[src/rtl/core/ptt_pkg.sv]
// ----------------------------------------------------------------------------
// ptt_pkg: shared types and constants for the periodic timer table
// Slot count, result codes, opcodes, the stored slot record and the
// controller state type.
// ----------------------------------------------------------------------------
package ptt_pkg;

	localparam int SLOTS    = 16;
	localparam int IDX_W    = $clog2(SLOTS);
	localparam int CNT_W    = $clog2(SLOTS + 1);
	localparam int MAX_FIRE = 16;
	localparam int FC_W     = $clog2(MAX_FIRE + 1);

	typedef enum logic [1:0] {
		OP_ADD  = 2'd0,
		OP_DEL  = 2'd1,
		OP_TICK = 2'd2
	} op_t;

	localparam logic [2:0] KIND_ADDED   = 3'd0;
	localparam logic [2:0] KIND_FULL    = 3'd1;
	localparam logic [2:0] KIND_DELETED = 3'd2;
	localparam logic [2:0] KIND_MISS    = 3'd3;
	localparam logic [2:0] KIND_FIRED   = 3'd4;

	typedef enum logic [1:0] {
		ST_IDLE,
		ST_EXEC,
		ST_SCAN,
		ST_FLUSH
	} state_t;

	typedef struct packed {
		logic [7:0]  job;
		logic [31:0] due;
		logic [15:0] delay;
		logic [15:0] remaining;
		logic        periodic;
	} entry_t;

	typedef struct packed {
		logic       fire;
		logic       retire;
		entry_t     wb;
	} eval_t;

	typedef struct packed {
		logic             found;
		logic [IDX_W-1:0] idx;
	} alloc_t;

endpackage

[src/rtl/core/periodic_timer_table.sv]
// ----------------------------------------------------------------------------
// periodic_timer_table: table of repeating timer slots
// Add, delete and tick commands on a slot table held in a memory.
// ----------------------------------------------------------------------------
// Usage:
//   The input channel (in_valid/in_ready) carries one command per
//   transaction: add, delete or tick. Each is taken only while the
//   controller is idle; the block works on one command at a time.
//   Add and delete give exactly one result transaction, loaded into the
//   output register from the EXEC state once that register is free; the
//   controller then returns to idle for the next command. A tick scans all
//   SLOTS slots, one per cycle through the memory read port unless a stall
//   holds the scan, then flushes its final result and returns to idle.
//   It gives one result per fired slot in slot order, the last one flagged.
//   A tick that fires nothing gives no result. Unknown opcodes are dropped.
//   Results sit in an output register; while the receiver stalls, the
//   scan halts on the next firing, since one fired result is held back
//   in a pending register until it is known whether it is the last.
//   A new command can be accepted while the final result still waits.
//   Reset clears all slot valid bits at once; record memory needs no pass.
// ----------------------------------------------------------------------------
module periodic_timer_table (
	input  logic        clk,
	input  logic        arst_n,
	input  logic        in_valid,
	output logic        in_ready,
	input  logic [1:0]  opcode,
	input  logic [7:0]  job_id,
	input  logic [31:0] start_time,
	input  logic [15:0] repeat_delay,
	input  logic [15:0] repeat_count,
	input  logic        periodic,
	input  logic [3:0]  target_slot,
	input  logic [31:0] now_time,
	output logic        out_valid,
	input  logic        out_ready,
	output logic [2:0]  kind,
	output logic [3:0]  slot,
	output logic [7:0]  fired_job,
	output logic        retired,
	output logic        last
);
	import ptt_pkg::*;

	// controller state
	state_t state_q, state_d;

	// latched command
	logic [1:0]  op_q;
	logic [7:0]  job_q;
	logic [31:0] start_q;
	logic [15:0] delay_q;
	logic [15:0] count_q;
	logic        per_q;
	logic [3:0]  tgt_q;
	logic [31:0] now_q;

	// slot valid bits live in flops so reset clears them at once
	logic [SLOTS-1:0] valid_q;

	// scan pipeline: read issue counter, then one stage holding the slot read
	logic [CNT_W-1:0] rd_cnt_q;
	logic             rd_vld_s1;
	logic [IDX_W-1:0] rd_idx_s1;
	logic [FC_W-1:0]  fire_cnt_q;

	// fired result held back until we know whether it is the last
	logic        pend_vld_q;
	logic [3:0]  pend_slot_q;
	logic [7:0]  pend_job_q;
	logic        pend_ret_q;

	// output register
	logic        out_valid_q;
	logic [2:0]  kind_q;
	logic [3:0]  slot_q;
	logic [7:0]  job_out_q;
	logic        ret_q;
	logic        last_q;

	// memory ports
	logic             mem_we, mem_re;
	logic [IDX_W-1:0] mem_waddr, mem_raddr;
	entry_t           mem_wdata, mem_rdata;

	alloc_t alloc;
	eval_t  ev;

	// combinational controls
	logic             out_free;
	logic             out_load;
	logic [2:0]       o_kind;
	logic [3:0]       o_slot;
	logic [7:0]       o_job;
	logic             o_ret;
	logic             o_last;
	logic             vwr;
	logic             vwr_val;
	logic [IDX_W-1:0] vwr_idx;
	logic             pend_set, pend_clr;
	logic             scan_init;
	logic             issue;
	logic             s1_adv;
	logic             fire_take;
	logic             stall;
	logic             del_hit;
	logic [IDX_W-1:0] tgt_idx;
	logic             scan_done;

	ptt_mem u_mem (
		.clk   (clk),
		.we    (mem_we),
		.waddr (mem_waddr),
		.wdata (mem_wdata),
		.re    (mem_re),
		.raddr (mem_raddr),
		.rdata (mem_rdata)
	);

	ptt_alloc u_alloc (
		.slot_valid (valid_q),
		.alloc      (alloc)
	);

	ptt_fire_eval u_eval (
		.ent      (mem_rdata),
		.slot_vld (rd_vld_s1 && valid_q[rd_idx_s1]),
		.limit_ok (fire_cnt_q < FC_W'(MAX_FIRE)),
		.now      (now_q),
		.res      (ev)
	);

	assign out_free  = !out_valid_q || out_ready;
	assign tgt_idx   = IDX_W'(tgt_q);
	// an index beyond the table is a miss
	assign del_hit   = (32'(tgt_q) < 32'(SLOTS)) && valid_q[tgt_idx];
	// a second firing needs the held one moved to the output register first
	assign stall     = rd_vld_s1 && ev.fire && pend_vld_q && !out_free;
	assign scan_done = !rd_vld_s1 && (rd_cnt_q == CNT_W'(SLOTS));

	// next state
	always_comb begin
		state_d = state_q;
		case (state_q)
			ST_IDLE: begin
				if (in_valid) state_d = ST_EXEC;
			end
			ST_EXEC: begin
				case (op_q)
					OP_ADD, OP_DEL: begin
						if (out_free) state_d = ST_IDLE;
					end
					OP_TICK: state_d = ST_SCAN;
					default: state_d = ST_IDLE;
				endcase
			end
			ST_SCAN: begin
				if (scan_done) state_d = ST_FLUSH;
			end
			ST_FLUSH: begin
				if (!pend_vld_q || out_free) state_d = ST_IDLE;
			end
			default: state_d = ST_IDLE;
		endcase
	end

	// controls
	always_comb begin
		in_ready  = 1'b0;
		mem_we    = 1'b0;
		mem_waddr = '0;
		mem_wdata = ev.wb;
		mem_re    = 1'b0;
		mem_raddr = rd_cnt_q[IDX_W-1:0];
		out_load  = 1'b0;
		o_kind    = KIND_FIRED;
		o_slot    = pend_slot_q;
		o_job     = pend_job_q;
		o_ret     = pend_ret_q;
		o_last    = 1'b0;
		vwr       = 1'b0;
		vwr_val   = 1'b0;
		vwr_idx   = rd_idx_s1;
		pend_set  = 1'b0;
		pend_clr  = 1'b0;
		scan_init = 1'b0;
		issue     = 1'b0;
		s1_adv    = 1'b0;
		fire_take = 1'b0;
		case (state_q)
			ST_IDLE: begin
				in_ready = 1'b1;
			end
			ST_EXEC: begin
				case (op_q)
					OP_ADD: begin
						if (out_free) begin
							out_load = 1'b1;
							o_job    = 8'd0;
							o_ret    = 1'b0;
							o_last   = 1'b1;
							if (alloc.found) begin
								mem_we              = 1'b1;
								mem_waddr           = alloc.idx;
								mem_wdata.job       = job_q;
								mem_wdata.due       = start_q;
								mem_wdata.delay     = (delay_q == 16'd0) ? 16'd1 : delay_q;
								mem_wdata.remaining = count_q;
								mem_wdata.periodic  = per_q;
								vwr                 = 1'b1;
								vwr_val             = 1'b1;
								vwr_idx             = alloc.idx;
								o_kind              = KIND_ADDED;
								o_slot              = 4'(alloc.idx);
							end else begin
								o_kind = KIND_FULL;
								o_slot = 4'd0;
							end
						end
					end
					OP_DEL: begin
						if (out_free) begin
							out_load = 1'b1;
							o_job    = 8'd0;
							o_ret    = 1'b0;
							o_last   = 1'b1;
							o_slot   = tgt_q;
							o_kind   = del_hit ? KIND_DELETED : KIND_MISS;
							vwr      = del_hit;
							vwr_idx  = tgt_idx;
						end
					end
					OP_TICK: scan_init = 1'b1;
					default: ;
				endcase
			end
			ST_SCAN: begin
				if (!stall) begin
					s1_adv = 1'b1;
					if (rd_vld_s1 && ev.fire) begin
						fire_take = 1'b1;
						pend_set  = 1'b1;
						out_load  = pend_vld_q;
						if (ev.retire) begin
							vwr     = 1'b1;
							vwr_idx = rd_idx_s1;
						end else begin
							mem_we    = 1'b1;
							mem_waddr = rd_idx_s1;
						end
					end
					if (rd_cnt_q < CNT_W'(SLOTS)) begin
						issue  = 1'b1;
						mem_re = 1'b1;
					end
				end
			end
			ST_FLUSH: begin
				if (pend_vld_q && out_free) begin
					out_load = 1'b1;
					o_last   = 1'b1;
					pend_clr = 1'b1;
				end
			end
			default: ;
		endcase
	end

	// control registers
	always_ff @(posedge clk or negedge arst_n) begin
		if (!arst_n) begin
			state_q     <= ST_IDLE;
			valid_q     <= '0;
			out_valid_q <= 1'b0;
			pend_vld_q  <= 1'b0;
			rd_vld_s1   <= 1'b0;
			rd_cnt_q    <= '0;
			fire_cnt_q  <= '0;
		end else begin
			state_q <= state_d;
			if (vwr) valid_q[vwr_idx] <= vwr_val;
			if (out_load) begin
				out_valid_q <= 1'b1;
			end else if (out_ready) begin
				out_valid_q <= 1'b0;
			end
			if (pend_set) begin
				pend_vld_q <= 1'b1;
			end else if (pend_clr) begin
				pend_vld_q <= 1'b0;
			end
			if (scan_init) begin
				rd_vld_s1  <= 1'b0;
				rd_cnt_q   <= '0;
				fire_cnt_q <= '0;
			end else if (s1_adv) begin
				rd_vld_s1 <= issue;
				if (issue) rd_cnt_q <= rd_cnt_q + CNT_W'(1);
				if (fire_take) fire_cnt_q <= fire_cnt_q + FC_W'(1);
			end
		end
	end

	// payload registers
	always_ff @(posedge clk) begin
		if (in_valid && in_ready) begin
			op_q    <= opcode;
			job_q   <= job_id;
			start_q <= start_time;
			delay_q <= repeat_delay;
			count_q <= repeat_count;
			per_q   <= periodic;
			tgt_q   <= target_slot;
			now_q   <= now_time;
		end
		if (s1_adv && issue) rd_idx_s1 <= rd_cnt_q[IDX_W-1:0];
		if (pend_set) begin
			pend_slot_q <= 4'(rd_idx_s1);
			pend_job_q  <= mem_rdata.job;
			pend_ret_q  <= ev.retire;
		end
		if (out_load) begin
			kind_q    <= o_kind;
			slot_q    <= o_slot;
			job_out_q <= o_job;
			ret_q     <= o_ret;
			last_q    <= o_last;
		end
	end

	assign out_valid = out_valid_q;
	assign kind      = kind_q;
	assign slot      = slot_q;
	assign fired_job = job_out_q;
	assign retired   = ret_q;
	assign last      = last_q;

`ifndef ASSERT_OFF
	a_no_write_idle: assert property (@(posedge clk) disable iff (!arst_n)
		(state_q == ST_IDLE) |-> !mem_we)
		else $error("memory written while idle");

	a_fire_limit: assert property (@(posedge clk) disable iff (!arst_n)
		fire_cnt_q <= FC_W'(MAX_FIRE))
		else $error("firing count beyond limit");

	a_accept_exec: assert property (@(posedge clk) disable iff (!arst_n)
		(in_valid && in_ready) |=> (state_q == ST_EXEC))
		else $error("accepted command not executed");

	a_single_last: assert property (@(posedge clk) disable iff (!arst_n)
		(out_valid && (kind != KIND_FIRED)) |-> last)
		else $error("add or delete result without last");

	a_flush_empty: assert property (@(posedge clk) disable iff (!arst_n)
		(state_q == ST_FLUSH && !pend_vld_q) |=> (state_q == ST_IDLE))
		else $error("flush did not return to idle");
`endif

endmodule

[src/rtl/core/ptt_mem.sv]
// ----------------------------------------------------------------------------
// ptt_mem: slot record memory
// One write port, one read port with a registered, enable-held read.
// ----------------------------------------------------------------------------
module ptt_mem (
	input  logic                      clk,
	input  logic                      we,
	input  logic [ptt_pkg::IDX_W-1:0] waddr,
	input  ptt_pkg::entry_t           wdata,
	input  logic                      re,
	input  logic [ptt_pkg::IDX_W-1:0] raddr,
	output ptt_pkg::entry_t           rdata
);
	import ptt_pkg::*;

	entry_t mem_q [SLOTS];
	entry_t rdata_q;

	always_ff @(posedge clk) begin
		if (we) begin
			mem_q[waddr] <= wdata;
		end
	end

	// read data holds while re is low
	always_ff @(posedge clk) begin
		if (re) begin
			rdata_q <= mem_q[raddr];
		end
	end

	assign rdata = rdata_q;

endmodule

[src/rtl/core/ptt_alloc.sv]
// ----------------------------------------------------------------------------
// ptt_alloc: free slot finder
// Priority encoder returning the lowest slot whose valid bit is clear.
// ----------------------------------------------------------------------------
module ptt_alloc (
	input  logic [ptt_pkg::SLOTS-1:0] slot_valid,
	output ptt_pkg::alloc_t           alloc
);
	import ptt_pkg::*;

	always_comb begin
		alloc = '0;
		for (int i = SLOTS - 1; i >= 0; i--) begin
			if (!slot_valid[i]) begin
				alloc.found = 1'b1;
				alloc.idx   = IDX_W'(i);
			end
		end
	end

endmodule

[src/rtl/core/ptt_fire_eval.sv]
// ----------------------------------------------------------------------------
// ptt_fire_eval: per-slot tick evaluation
// Decides fire and retire for one slot record and builds its re-armed copy.
// ----------------------------------------------------------------------------
module ptt_fire_eval (
	input  ptt_pkg::entry_t ent,
	input  logic            slot_vld,
	input  logic            limit_ok,
	input  logic [31:0]     now,
	output ptt_pkg::eval_t  res
);
	import ptt_pkg::*;

	always_comb begin
		res.fire   = slot_vld && limit_ok && (ent.due <= now);
		// count 0 repeats forever, count above 1 re-arms
		res.retire = !ent.periodic || (ent.remaining == 16'd1);
		res.wb     = ent;
		res.wb.due = now + 32'(ent.delay);
		if (ent.remaining > 16'd1) begin
			res.wb.remaining = ent.remaining - 16'd1;
		end
	end

endmodule

[config.mk]
export PLATFORM = sky130hd
export DESIGN_NAME = periodic_timer_table
export DESIGN_NICKNAME = d
export VERILOG_FILES = /design/src/rtl/core/ptt_pkg.sv /design/src/rtl/core/periodic_timer_table.sv /design/src/rtl/core/ptt_mem.sv /design/src/rtl/core/ptt_alloc.sv /design/src/rtl/core/ptt_fire_eval.sv
export SDC_FILE = /design/constraint.sdc
export NUM_CORES = 2
export LEC_CHECK = 0
export BUFFER_PORTS_ARGS = -buffer_cell sky130_fd_sc_hd__buf_2
export CAP_MARGIN = 10
export CORE_UTILIZATION = 50
export CTS_CLUSTER_DIAMETER = 120
export DETAILED_ROUTE_END_ITERATION = 16
export GPL_ROUTABILITY_DRIVEN = 0
export GPL_TIMING_DRIVEN = 0
export HOLD_SLACK_MARGIN = 0.05
export PLACE_DENSITY_LB_ADDON = 0.1
export SLEW_MARGIN = 20
export SYNTH_ARGS = -nofsm -noshare
export SYNTH_HDL_FRONTEND = slang
export SYNTH_SLANG_ARGS = --single-unit
[constraint.sdc]
create_clock -name clk -period 31.7 [get_ports clk]
set_clock_uncertainty 0.05 [all_clocks]
set_input_delay 3.17 -clock clk [delete_from_list [all_inputs] [get_ports clk]]
set_output_delay 3.17 -clock clk [all_outputs]
set_load 0.1 [all_outputs]
* After elaboration in Yosys (flattened, before gate mapping) *
Memories as Yosys holds them, arrays and structs flattened. A register that Yosys moved wholly into a read port is not among the register bits.
Cells that the tools add are included.

cells by class
  add/subtract/negate cells = 4
  equal/unequal tests = 11
  muxes and demuxes = 109
  reductions and logical operators = 31
  magnitude comparators = 8

operators by type and width
  kind                                                             count
  two-way mux 73 bit                                               4
  two-way mux 5 bit                                                22
  two-way mux 4 bit                                                13
  two-way mux 1 bit                                                44
  adder 32 x 16 -> 32 bit                                          1
  less-or-equal comparator 32 bit                                  1
  two-way mux 16 bit                                               2
  two-way mux 8 bit                                                3
  one-hot mux 4 bit (2 select lines)                               3
  bitwise mux 16 bit                                               1
  == test 16 x 1 -> 1 bit (second input constant)                  1
  greater-than comparator 16 x 1 -> 1 bit (second input constant)  1
  logical NOT 16 bit                                               1
  subtractor 16 x 1 -> 16 bit (second input constant)              1
  < comparator 4 x 5 -> 1 bit (second input constant)              3
  logical AND 1 bit                                                11
  adder 5 x 1 -> 5 bit (second input constant)                     2
  < comparator 5 bit (second input constant)                       2
  nonzero test 2 bit                                               5
  binary-select mux 1 bit (select 4 bit)                           2
  two-way mux 2 bit                                                4
  one-hot mux 1 bit (2 select lines)                               4
  one-hot mux 2 bit (4 select lines)                               1
  == test 2 bit (second input constant)                            3
  other kinds (16)                                                 28

word-level totals
  input bits = 115
  memories kept = 1
  RAM bits = 1168
  word-level logic and storage cells = 188
  register bits after elaboration = 176
  output and inout bits = 19

memory list
  memory       words  width  rd ports  clocked after memory_dff  write ports  line           text
  u_mem.mem_q  16     73     1         1                         1            ptt_mem.sv:16  entry_t mem_q [SLOTS];

* Longest topological paths before layout *
  depth in word-level cells = 25
  depth in mapped cells = 13
  gate-level depth less buffers = 12

* By module *
Synthesis repeated with hierarchy kept, for this count alone.

second synthesis, totals
  cell total of the unflattened synthesis = 2694
  area, all modules = 55877.3 um2

modules (own cells, without submodules)
  module                cells an instance  instances  area an instance (um2)
  ptt_mem               1875               1          45857.7
  periodic_timer_table  460                1          7502.2
  ptt_fire_eval         328                1          2353.5
  ptt_alloc             31                 1          163.9

* Least setup slack after synthesis *
OpenSTA, ideal clock, no wires.

  path kind = in2reg
  from = input out_ready
  to = memory u_mem.mem_q[5][0] in the netlist's numbering (enable)
  slack = 18926 ps
  data arrival time = 12015 ps
  path buffers = 0
  stages on the path = 8
  cells stage by stage = nor2b_1 nor2_1 inv_1 nor4_1 nand2_1 a21o_1 a21oi_1 nor4b_1

on the way
  word-level cells in the longest chain between the ends = 7

ends and longest elaborated chain
  what                                     line                         text
  from (decl)                              periodic_timer_table.sv:36   input logic out_ready,
  logical OR 1 bit *                       periodic_timer_table.sv:133  assign out_free = !out_valid_q || out_ready;
  logical NOT 1 bit                        periodic_timer_table.sv:138  assign stall = rd_vld_s1 && ev.fire && pend_vld_q && !out_free;
  logical AND 1 bit                        periodic_timer_table.sv:138
  two-way mux 1 bit                        periodic_timer_table.sv:238  if (!stall) begin
  one-hot mux 1 bit (2 select lines)       periodic_timer_table.sv:190  case (state_q)
  two-way mux 1 bit                        ptt_mem.sv:20                if (we) begin
  two-way mux 1 bit (implied by the code)  ptt_mem.sv:21                mem_q[waddr] <= wdata;
  to (decl)                                ptt_mem.sv:16

Mark *: on every way between the ends. The rest lies on a longest branch, timed or not.

* Final worst setup path *
  from = input out_ready
  to = memory u_mem.mem_q[13][28] in the netlist's numbering (enable)

Same word-level chain as after synthesis.

==> run metrics <==
status=finished, final reports clean; die area=around 110000 um^2; Initial Utilization=0.504; Least-Margin Pin Slew=between 1 and 1.5 ns; worst reg2reg path endpoint=u_mem.mem_q[9][30]; Routed WL=about 140000 um; CP Class=in -> reg; most area-consuming cells after synthesis=edfxtp_1 (75%), mux4_2 (15%), dfrtp_1 (1.4%); CTS tree=yes; GRT Total Usage=0.261; number of synthesized register bits=roughly 1.4k; worst setup margin=24.63 ns; Post-synth EDFFs=1386; FMAX=0.141 GHz; num rows=122; Die H=about 340 um; CTS buffer count=148; Synth Area in XOR/XNOR=0.00771; Post-CTS Hold Fix Bufs=0; path depth of the worst reg2reg path=20; root buffer cell=clkbuf_16; multi-input logic area=between 10000 and 15000 um^2; CTS sink cnt=around 1.4k; HP Class=reg -> reg; cell area after synthesis=between 50000 and 60000 um^2; Worst Setup End Kind=register; cell taking the most area after synthesis=edfxtp_1; final net count=around 3.3k; largest net degree at the start of global routing=46; hpwl dp=between 90000 and 100000 um; Iter 0 DRT Violations=between 3k and 4k; worst skew pair latency=~0.76 ns; GRT overflow=0; DRC Markers=0; dpl ws=about 24 ns; Max Root-Sink Buffers=3; layout cells sized above 1=0.302; Static Leak=around 21 nW; Req. time, crit path=~32 ns; Setup-failing EPs final=0; Worst slew margin=0.191; post-route minimum period=slightly above 7 ns; unrepaired setup endpoints after global routing=false; via count=between 20k and 30k; critical path fanouts, max=6; Setup Buffers After CTS=0; final hold vios=0; VDD IR max=0.0586 mV; setup TNS=0 ns; ys flop type=edfxtp_1; Ports=134; Async S/R FF share, synth=0.0219; area delta synth->final=16.7%; Critical path origin=out_ready; routed len/inst=30.7 um; ANT cells=0; Register Area=42400 um^2; Post-Syn Area per Cell=approximately 21 um^2; Filler Cell Count=about 8.1k; Vias per Instance=6.10; Resized Gates After CTS=0; DIE WIDTH=around 340 um; Data arrival, critical path=approximately 7.5 ns; Adder-Cell Fraction of Synth Area=0.0132; crit share post-route=0.223; Cell Pwr Density=77.2 nW/um^2; first-pass GRT wire length=approximately 210000 um; Yosys Warn Count=0; post-synthesis simple-gate area fraction=0.0318; Netlist cell types=69; Util after Layout=0.588; reg-to-reg slack, setup=between 20 and 25 ns; sequential-to-total area share from yosys stat=0.761; Post-DRT Antenna Nets=0; top cell type's share of synthesized area=0.747; Synth Instances=about 2.6k; Setup crit end=u_mem.mem_q[13][28]; Slew Limit Fails=0; Max Cap Viol=0; Synth Net Count=~2.8k; antenna violations before repair=0; port bufs=~130; Pre-Repair DR Iteration Count=5; clock slew at reported path FFs=approximately 0.06 ns; reg2reg start=now_q[16]; Compound-Gate Fraction of Synth Area=0.0190; H-tree levels=4; largest family of logic cells by synthesized area=multiplexers; number of global-route vias before repair=29.2k; area of the core=111000 um^2; startpoint types=input pin; mux contribution to synthesized area=0.155
==> report_power, final <==
group / total, W / switching [W] / internal (W) / leakage [nW]
Sequential: 0.00238 / 0.0000516 / 0.00232 / 12.9
Clock: 0.00163 / 0.000694 / 0.000941 / 2.19
Combinational: 0.00100 / 0.000631 / 0.000373 / 5.93
Total: 0.00501 / 0.00138 / 0.00364 / 21.1
==> through the flow <==
| stage | std cells | area (um^2) | hold WS (ns) | power, W |
|---|---|---|---|---|
| final | 4677 | 65000 | 0.418 | 0.00501 |
| after CTS | 4675 | 64900 | 0.421 | 0.00504 |
| after global routing | 4677 | 65000 | 0.432 | 0.00518 |
| after global placement | 4246 | 58200 | 0.400 | 0.00338 |
| after detailed placement | 4420 | 60400 | 0.403 | 0.00342 |
| after floorplan | 2625 | 55700 | 0.374 | 0.00306 |
==> final cells by class <==
| cell class | instances | area share |
|---|---|---|
| inverter | 57 | 0.00329 |
| buffer | 115 | 0.00761 |
| clock inverter | 59 | 0.00742 |
| multi-input combinational | 1036 | 0.197 |
| sequential | 1417 | 0.653 |
| timing repair buffer | 309 | 0.0419 |
| tap | 1488 | 0.0287 |
| clock buffer | 196 | 0.0616 |
==> kinds of logic (layout without fill, tap and decap cells) <==
group	count (synthesis)	after routing
flip-flops	1417	1417
multiplexers	391	391
AND/OR/NAND/NOR	373	373
buffers and inverters	172	736
AO/OA/AOI/OAI	165	165
adder cells (fa/ha/maj)	58	58
XOR/XNOR	49	49
==> worst min path at each step <==
stage / cells after the start / slack [ns] / startpoint / to
2_1_floorplan: 0 / 0.37 / rd_idx_s1[1] / pend_slot_q[1]
3_3_place_gp: 0 / 0.40 / u_mem.rdata[71] / pend_job_q[6]
3_5_place_dp: 0 / 0.40 / rd_idx_s1[1] / pend_slot_q[1]
4_1_cts: 0 / 0.42 / u_mem.rdata[70] / pend_job_q[5]
5_1_grt: 0 / 0.43 / u_mem.rdata[70] / pend_job_q[5]
6_report: 0 / 0.42 / u_mem.rdata[70] / pend_job_q[5]
==> layout by cell type, fill, tap and decap left out, types with 6 or more instances in the layout <==
cell,count
nand2_1,161
buf_1,7
clkbuf_1,112
buf_4,40
xor2_1,18
clkbuf_2,16
clkinv_1,22
buf_6,13
a21o_1,6
inv_6,7
nand2b_1,9
o21ai_1,33
nor2_1,56
o21ai_2,7
nand4_1,23
xnor2_1,31
mux4_2,373
a31oi_1,6
nor3_1,23
buf_12,24
o31ai_1,7
mux2_2,8
nor4_1,10
bufinv_16,7
buf_16,27
edfxtp_1,1386
and2_1,11
clkbuf_16,153
buf_2,223
dfrtp_1,31
inv_1,55
nor2_4,8
nor2b_1,11
ha_1,57
and3_1,12
a21oi_1,31
nand3_1,13
clkinv_2,20
o21ai_0,20
==> cells in the mapped netlist (all sizes together) (12+ instances only) <==
master	number
nor4	14
and3	12
a21oi	33
nor2	65
and2	12
ha	57
buf	36
xor2	18
dfrtp	31
mux4	375
nor2b	13
nand4	23
xnor2	31
nand2	162
nand3	13
nor3	24
inv	56
clkbuf	79
o21ai	60
edfxtp	1386
==> worst max-delay path: stages <==
cell and delay (ns):
buf_2 0.09, nor2b_1 0.11, nor2_1 0.35, inv_1 0.18, nor4_1 0.61, a31oi_1 0.15
nand3b_1 0.43, nor4_2 0.84, buf_2 0.38, buf_2 0.26, buf_2 0.21, buf_2 0.23
buf_2 0.22, buf_2 0.21
==> flip-flops by register name, summed over array words and instances (netlist names), 3 cells and up, named ones only <==
name and count:
u_mem.mem_q 1168, u_mem.rdata 73, now_q 32, start_q 32, count_q 16, delay_q 16
valid_q 16, fired_job 8, job_q 8, pend_job_q 8, fire_cnt_q 5, rd_cnt_q 5
pend_slot_q 4, rd_idx_s1 4, slot 4, tgt_idx 4, kind 3
==> layer usage <==
| layer | track usage | share of wire |
|---|---|---|
| met1 | 0.369 | 0.42 |
| met2 | 0.425 | 0.49 |
| met3 | 0.0389 | 0.065 |
| met4 | 0.0734 | 0.022 |
| met5 | 0 | 0 |
No activity file was read; power rests on OpenSTA's default activity.
